$ cat src/sv/lrpe_pkg.sv
// ----------------------------------------------------------------------------
// lrpe_pkg
// Types, codes and the control store of the LR shift-reduce parse engine.
// ----------------------------------------------------------------------------
`default_nettype none

package lrpe_pkg;

  // input item
  typedef struct packed {
    logic [1:0] func;
    logic [5:0] state_index;
    logic [3:0] terminal_id;
    logic [3:0] nonterminal_id;
    logic [1:0] action_kind;
    logic [5:0] action_target;
    logic [5:0] goto_state;
    logic       goto_valid;
    logic [4:0] production_index;
    logic [3:0] rhs_length;
    logic [3:0] lhs_id;
  } in_item_t;

  // result item
  typedef struct packed {
    logic [2:0] event_res;
    logic [5:0] event_value;
    logic [5:0] top_state;
    logic [5:0] depth;
    logic       last;
  } res_item_t;

  // item function codes
  localparam logic [1:0] FN_ACTION = 2'd0;
  localparam logic [1:0] FN_GOTO   = 2'd1;
  localparam logic [1:0] FN_PROD   = 2'd2;
  localparam logic [1:0] FN_PARSE  = 2'd3;

  // action kinds
  localparam logic [1:0] K_ERR    = 2'd0;
  localparam logic [1:0] K_SHIFT  = 2'd1;
  localparam logic [1:0] K_REDUCE = 2'd2;
  localparam logic [1:0] K_ACCEPT = 2'd3;

  // result event codes
  localparam logic [2:0] EV_LOAD   = 3'd0;
  localparam logic [2:0] EV_SHIFT  = 3'd1;
  localparam logic [2:0] EV_REDUCE = 3'd2;
  localparam logic [2:0] EV_ACCEPT = 3'd3;
  localparam logic [2:0] EV_ERROR  = 3'd4;

  // reductions allowed per token before the next one is an error
  localparam logic [5:0] REDUCE_LIMIT = 6'd33;

  // datapath operations
  typedef enum logic [3:0] {
    OP_FETCH = 4'd0,
    OP_LOAD  = 4'd1,
    OP_ACT   = 4'd2,
    OP_DEC   = 4'd3,
    OP_SHIFT = 4'd4,
    OP_RED1  = 4'd5,
    OP_RED2  = 4'd6,
    OP_RED3  = 4'd7,
    OP_RED4  = 4'd8,
    OP_FAIL  = 4'd9,
    OP_ACC   = 4'd10
  } op_t;

  // branch modes
  typedef enum logic [1:0] {
    BR_NEXT  = 2'd0,
    BR_CHECK = 2'd1,
    BR_FUNC  = 2'd2,
    BR_KIND  = 2'd3
  } br_t;

  // step addresses
  typedef logic [3:0] step_t;
  localparam step_t ST_FETCH = 4'd0;
  localparam step_t ST_LOAD  = 4'd1;
  localparam step_t ST_ACT   = 4'd2;
  localparam step_t ST_DEC   = 4'd3;
  localparam step_t ST_SHIFT = 4'd4;
  localparam step_t ST_RED1  = 4'd5;
  localparam step_t ST_RED2  = 4'd6;
  localparam step_t ST_RED3  = 4'd7;
  localparam step_t ST_RED4  = 4'd8;
  localparam step_t ST_FAIL  = 4'd9;
  localparam step_t ST_ACC   = 4'd10;

  // one control word
  typedef struct packed {
    op_t   op;
    br_t   br;
    logic  wait_in;
    logic  wait_out;
    logic  last;
    step_t nxt;
  } ucode_t;

  // sequencer -> datapath
  typedef struct packed {
    op_t  op;
    logic fire;
    logic last;
  } dp_ctrl_t;

  // datapath -> sequencer
  typedef struct packed {
    logic       fail;
    logic [1:0] kind;
    logic [1:0] func;
    logic       out_free;
  } dp_status_t;

  // control store
  function automatic ucode_t ucode_rom(input step_t step);
    ucode_t w;
    case (step)
      ST_FETCH: w = '{OP_FETCH, BR_FUNC,  1'b1, 1'b0, 1'b0, ST_FETCH};
      ST_LOAD:  w = '{OP_LOAD,  BR_NEXT,  1'b0, 1'b1, 1'b1, ST_FETCH};
      ST_ACT:   w = '{OP_ACT,   BR_NEXT,  1'b0, 1'b0, 1'b0, ST_DEC};
      ST_DEC:   w = '{OP_DEC,   BR_KIND,  1'b0, 1'b0, 1'b0, ST_FETCH};
      ST_SHIFT: w = '{OP_SHIFT, BR_CHECK, 1'b0, 1'b1, 1'b1, ST_FETCH};
      ST_RED1:  w = '{OP_RED1,  BR_CHECK, 1'b0, 1'b0, 1'b0, ST_RED2};
      ST_RED2:  w = '{OP_RED2,  BR_CHECK, 1'b0, 1'b0, 1'b0, ST_RED3};
      ST_RED3:  w = '{OP_RED3,  BR_NEXT,  1'b0, 1'b0, 1'b0, ST_RED4};
      ST_RED4:  w = '{OP_RED4,  BR_CHECK, 1'b0, 1'b1, 1'b0, ST_ACT};
      ST_FAIL:  w = '{OP_FAIL,  BR_NEXT,  1'b0, 1'b1, 1'b1, ST_FETCH};
      ST_ACC:   w = '{OP_ACC,   BR_NEXT,  1'b0, 1'b1, 1'b1, ST_FETCH};
      default:  w = '{OP_FETCH, BR_NEXT,  1'b0, 1'b0, 1'b0, ST_FETCH};
    endcase
    return w;
  endfunction

endpackage

`default_nettype wire

$ cat src/sv/lrpe_useq.sv
// ----------------------------------------------------------------------------
// lrpe_useq
// Step counter and control store: issues one control word per step.
// ----------------------------------------------------------------------------
`default_nettype none

module lrpe_useq (
  input  wire                     clk,
  input  wire                     rst_n,
  input  wire                     in_valid,
  input  lrpe_pkg::dp_status_t    status,
  output lrpe_pkg::dp_ctrl_t      ctrl
);
  import lrpe_pkg::*;

  step_t  step_r;
  step_t  step_nxt;
  ucode_t uw;
  logic   fire;
  step_t  target;

  assign uw = ucode_rom(step_r);

  always_comb begin
    if (uw.wait_in) begin
      fire = in_valid;
    end else if (uw.wait_out) begin
      fire = status.out_free;
    end else begin
      fire = 1'b1;
    end
  end

  always_comb begin
    case (uw.br)
      BR_NEXT:  target = uw.nxt;
      BR_CHECK: target = status.fail ? ST_FAIL : uw.nxt;
      BR_FUNC:  target = (status.func == FN_PARSE) ? ST_ACT : ST_LOAD;
      BR_KIND: begin
        case (status.kind)
          K_SHIFT:  target = ST_SHIFT;
          K_REDUCE: target = ST_RED1;
          K_ACCEPT: target = ST_ACC;
          default:  target = ST_FAIL;
        endcase
      end
      default:  target = ST_FETCH;
    endcase
  end

  assign step_nxt = fire ? target : step_r;

  always_ff @(posedge clk) begin
    if (!rst_n) begin
      step_r <= ST_FETCH;
    end else begin
      step_r <= step_nxt;
    end
  end

  assign ctrl.op   = uw.op;
  assign ctrl.fire = fire;
  assign ctrl.last = uw.last;

endmodule

`default_nettype wire

$ cat config.mk
export PLATFORM = sky130hd
export DESIGN_NAME = lrpe_useq
export DESIGN_NICKNAME = d
export VERILOG_FILES = /design/src/sv/lrpe_pkg.sv /design/src/sv/lrpe_useq.sv
export SDC_FILE = /design/constraint.sdc
export NUM_CORES = 1
export LEC_CHECK = 0
export BUFFER_PORTS_ARGS = -buffer_cell sky130_fd_sc_hd__buf_2
export CORE_MARGIN = 2
export CORE_UTILIZATION = 40
export CTS_BUF_LIST = sky130_fd_sc_hd__clkbuf_4 sky130_fd_sc_hd__clkbuf_8 sky130_fd_sc_hd__clkbuf_16
export DETAILED_ROUTE_END_ITERATION = 6
export PLACE_DENSITY_LB_ADDON = 0.15
export SLEW_MARGIN = 20
export SYNTH_ARGS = -nofsm -noshare
export SYNTH_HDL_FRONTEND = slang
export SYNTH_SLANG_ARGS = --single-unit
export TNS_END_PERCENT = 10
$ cat constraint.sdc
create_clock -name clk -period 2.5 [get_ports clk]
set_input_delay 0.625 -clock clk [delete_from_list [all_inputs] [get_ports clk]]
set_output_delay 0.625 -clock clk [all_outputs]
set_load 0.1 [all_outputs]
==> Yosys cells after proc, flatten, opt, wreduce, memory -nomap -nowiden <==
Memories as Yosys holds them, arrays and structs flattened. A register that Yosys moved wholly into a read port is not among the register bits.
Cells that the tools add are included.
{ "word_totals": {"rom_bits": 208, "mem_count": 1, "word_cells": 18, "regBits": 4, "input_bits": 9, "output_inout_bits": 6} }
{ "classes": {"reduce_logical": 1, "n_mux": 8, "n_eq_ne": 7} }
{ "memory_table": {"columns": ["memory", "depth", "word_bits", "rd", "rd_clocked_by_memory_dff", "write_ports", "line", "text"], "rows": [
  ["(no name shown)", 16, 13, 1, 1, 0, "lrpe_pkg.sv:120", "case (step)"]
]} }
{ "op_table": {"columns": ["op", "count"], "rows": [
  ["one-hot mux 4 bit (4 select lines)", 1],
  ["two-way mux 4 bit", 3],
  ["one-hot mux 4 bit (3 select lines)", 1],
  ["== test 2 bit (second input constant)", 5],
  ["== test 2 x 1 -> 1 bit (second input constant)", 2],
  ["zero test 2 bit", 1],
  ["two-way mux 1 bit", 2],
  ["two-way mux 2 bit", 1]
]} }

==> Depth between registers and ports, before layout <==
{ "depth": {"depth_word": 5, "ltp_mapped": 10, "mapped_depth_nobuf": 10} }

==> Least setup slack after synthesis <==
Ideal clock, no wire load.
{ "synth_path": {"path_kind": "input to register", "start": "in status[0] in the netlist's numbering", "end": "reg uw[1] (netlist name)", "path_stages": 7, "path_buffers": 1, "t_required_ps": 2378, "path_slack_ps": 21, "setup_time_ps": 122, "arrival_ps": 2357, "cell_sequence": "or3b_4 > and2_4 > buf_6 > a21oi_1 > inv_1 > ha_1 > a221o_1"} }
{ "synth_between": {"elab_chain_cells": 4} }
{ "synth_lines": {"columns": ["item", "line", "text"], "rows": [
  ["start, declared", "lrpe_useq.sv:11", "input lrpe_pkg::dp_status_t status,"],
  ["two-way mux 1 bit", "lrpe_useq.sv:27", "end else if (uw.wait_out) begin"],
  ["two-way mux 1 bit", "lrpe_useq.sv:25", "if (uw.wait_in) begin"],
  ["named net fire", "lrpe_useq.sv:19", "logic fire;"],
  ["two-way mux 4 bit (no line) (2 in a row)", null, null]
]} }
The timed path passes the listed nets, and every way through them passes these cells.
A chain may end at the register's enable or synchronous reset.

==> run_results.csv <==
group,metric,value,unit
pwr,powerDensity,1350,mW/mm²
place,gp_congestion,0.792,
pwr,power.switching,0.650,mW
global_routing,met3_usage,2.08,%
die,initial_core_util,43.3,%
timing,setup_ws,0.248,ns
die,core,0.00202,mm²
pwr,ir_drop,962,µV
timing,fin_worst_skew,0.00626,ns
logic_synthesis,syn_nets,100,
timing,min_period,2.25,ns
pwr,combinationalPowerShare,59.1,%
cts,clock-sinks,17,
logic_synthesis,synth-seq-cells,17,
critical_path,critPathKind,"in -> out",
critical_path,crit_chain,"buf_2, or3b_4, and2_4, buf_2",
logic_synthesis,post-synth-top-count-cell,"dfxtp_1",
cells_and_area,layout-drive-gt1-share,35.0,%
global_routing,grt_pass1_wl,2.57,mm
global_routing,grt_start_max_net_pins,11,
timing,post-route-period-util,90.1,%
timing,hold_viol,0,
cts,htree_levels,1,
place,io_buffer_count,14,
logic_synthesis,synth-edff-count,0,
pwr,power.internal,0.699,mW
place,hpwl,1.17,mm
cts,cts-root-buf,"clkbuf_4",
cts,cts_buffer_depth,2,
critical_path,crit_fanout,7,
hold_path,hold_class,"reg -> reg",
die,die_area,0.00258,mm²
critical_path,crit_start,"status[0]",
cts,cts_resized,0,
cts,post-cts-setup-buffers,0,
logic_synthesis,yosysSeqAreaShare,38.9,%
die,dieHeight,50.8,µm
routing,firstDrtPassIters,4,
global_routing,use_met1,15.2,%
routing,first_iter_violations,2,
logic_synthesis,ys_types,30,
timing,whs,0.559,ns
critical_path,reg2reg_setup_slack,0.48,ns
logic_synthesis,syn-cell-area,876,µm²
routing,post_drt_wl_per_cell,11.4,µm
timing,fmax,444,MHz
die,io_pins,15,
critical_path,crit_family,"simple AND/OR/NAND/NOR gates",
pwr,pwr-share-seq,30.6,%
global_routing,grt_use_total,13.7,%
critical_path,cp_data_required_time,1.88,ns
routing,postRouteAntennaNets,0,
logic_synthesis,synth_area_per_cell,10.6,µm²
cts,worstSkewPairLatency,0.28,ns
global_routing,busiest_layer,"met2",
logic_synthesis,yosysTopAreaCell,"dfxtp_1",
timing,rsz0062_at_grt,"false",
place,postPlaceCellArea,968,µm²
logic_synthesis,synthArstFlopShare,0,%
die,die_w,50.8,µm
pwr,clkPwrFrac,10.3,%
cells_and_area,area_growth,13.7,%
pwr,leakagePower,0.455,nW
critical_path,worstPathArrival,1.63,ns
global_routing,antenna_found_initial,0,
cts,hold_buffers,0,
cells_and_area,nets,118,
logic_synthesis,yosysWarnings,0,
timing,slew_headroom,67.6,%
global_routing,grt_overflow,0,
logic_synthesis,synth_area_leaders,"dfxtp_1 39%, ha_1 11%, buf_4 5.1%, a311oi_4 3.0%, inv_1 3.0%",
critical_path,cp_common_cell,"buf_2",
cells_and_area,final_area,996,µm²
logic_synthesis,synth_top_area_share,38.9,%
timing,slew_viol_final,0,
pwr,swShare,48.2,%
routing,finalWirelength,1.45,mm
timing,setup-violations-final,0,
critical_path,cp-endpoint,"ctrl[1]",
timing,tightest_slew,0.489,ns
hold_path,hp-start,"uw[1]",
timing,setup-tns-final,0,ns
critical_path,r2r_start,"uw[5]",
place,dp_slack,0.0381,ns
critical_path,worst_path_max_delay_cell,"or3b_4",
routing,drc,0,
critical_path,path_depth,4,
run_status,outcome,"finished, final reports clean",
global_routing,grt_use_met2,23.2,%
critical_path,timing.rr.end,"uw[1]",
logic_synthesis,synth_common_cells,"17 x dfxtp_1, 8 x ha_1, 7 x inv_1",
critical_path,worst_setup_path_end_kind,"output pin",
cts,cts-buffers-inserted,3,
logic_synthesis,synth-main-ff-cell,"dfxtp_1",
logic_synthesis,synth_cells,83,
critical_path,cp.buffers_inverters,2,
cells_and_area,n_antenna_cell,0,
cts,clk_pin_slew,0.09,ns
run,max_cap_violations,0,
cts,cts_tree,"yes",
critical_path,cpPeakStageDelay,0.40,ns
routing,viasPerCell,4.80,
critical_path,crit_path_start_kind,"primary input",
critical_path,worstRegToRegCells,7,
die,rows,16,
routing,via_count,609,
global_routing,grt_pass1_vias,628,
[tightest hold or removal path, stage by stage (launching register included)]
cell	delay (ns)
dfxtp_1	0.32
a22oi_1	0.08
a21oi_1	0.13
[sequential cells by signal, summed over array words and instances (netlist names)]
| name | count |
|---|---|
| step_r | 4 |
| uw | 13 |
[layout make-up]
| type | count | area [µm²] |
|---|---|---|
| clock buffers | 3 | 22.5 |
| clock inverters | 1 | 5.00 |
| fillers | 189 | 1030 |
| inverters | 7 | 26.3 |
| multi-input cells | 52 | 453 |
| flip-flops and latches | 17 | 340 |
| well taps | 27 | 33.8 |
| repair buffers | 20 | 115 |
[cell usage in the layout (no fill, tap or decap)]
cell,synthesis,routed
buf_2,0,14
nor2b_1,3,3
or3b_4,1,1
a21oi_1,5,5
a311oi_4,1,1
nor2b_4,1,1
nor3_1,2,2
a32oi_1,1,1
o21ai_0,3,3
a21boi_0,1,1
a22oi_1,1,1
or2_2,1,1
buf_4,6,6
mux2i_1,2,2
clkbuf_4,0,3
and2_2,1,1
nor2b_2,1,1
a211oi_4,1,1
and2_4,1,1
and3b_1,2,2
o2bb2ai_1,3,3
a22o_1,2,2
clkinv_2,0,1
a221o_1,1,1
or2b_2,3,3
a31oi_1,1,1
a21o_1,1,1
nor2_1,3,3
dfxtp_1,17,17
nor3b_1,2,2
ha_1,8,8
inv_1,7,7
[per-stage QoR]
step                utilization (%)  instances  power, mW
finish                         49.3        127       1.35
global route                   49.3        127       1.44
CTS                            49.3        127       1.37
detailed placement             47.9        123       1.22
global placement               47.9        123       1.22
floorplan                         -         83       1.09
[power by group through the flow]
| stage | clock (mW) | sequential [mW] | combinational [mW] |
|---|---|---|---|
| 6_report | 0.140 | 0.413 | 0.797 |
| 5_1_grt | 0.156 | 0.424 | 0.863 |
| 4_1_cts | 0.146 | 0.413 | 0.806 |
| 3_5_place_dp | 0 | 0.420 | 0.801 |
| 3_3_place_gp | 0 | 0.421 | 0.801 |
| 2_1_floorplan | 0 | 0.409 | 0.686 |
[cells by family (layout without fill, tap and decap cells)]
family,count (synthesis),count (layout),share of synthesized area [%]
flops,17,17,38.9
buf+inv,14,31,9.43
simple gates,21,21,17.7
fa+ha+maj,8,8,11.4
mux,2,2,2.29
compound gates,21,21,20.3
[per-layer routing]
metal | wire, µm | vias to the layer above
met5 | 0 | -
met4 | 28 | 0
met3 | 28 | 2
met2 | 715 | 6
met1 | 682 | 279
li1 | - | 322
[worst min path at each step]
stage	cells after the start	endpoint	slack, ns
global route	2	step_r[1]	0.59
finish	2	step_r[1]	0.56
floorplan	2	step_r[1]	0.51
CTS	2	step_r[1]	0.57
detailed placement	2	step_r[1]	0.55
global placement	2	step_r[1]	0.53
Power figures use the tool's default switching activity.
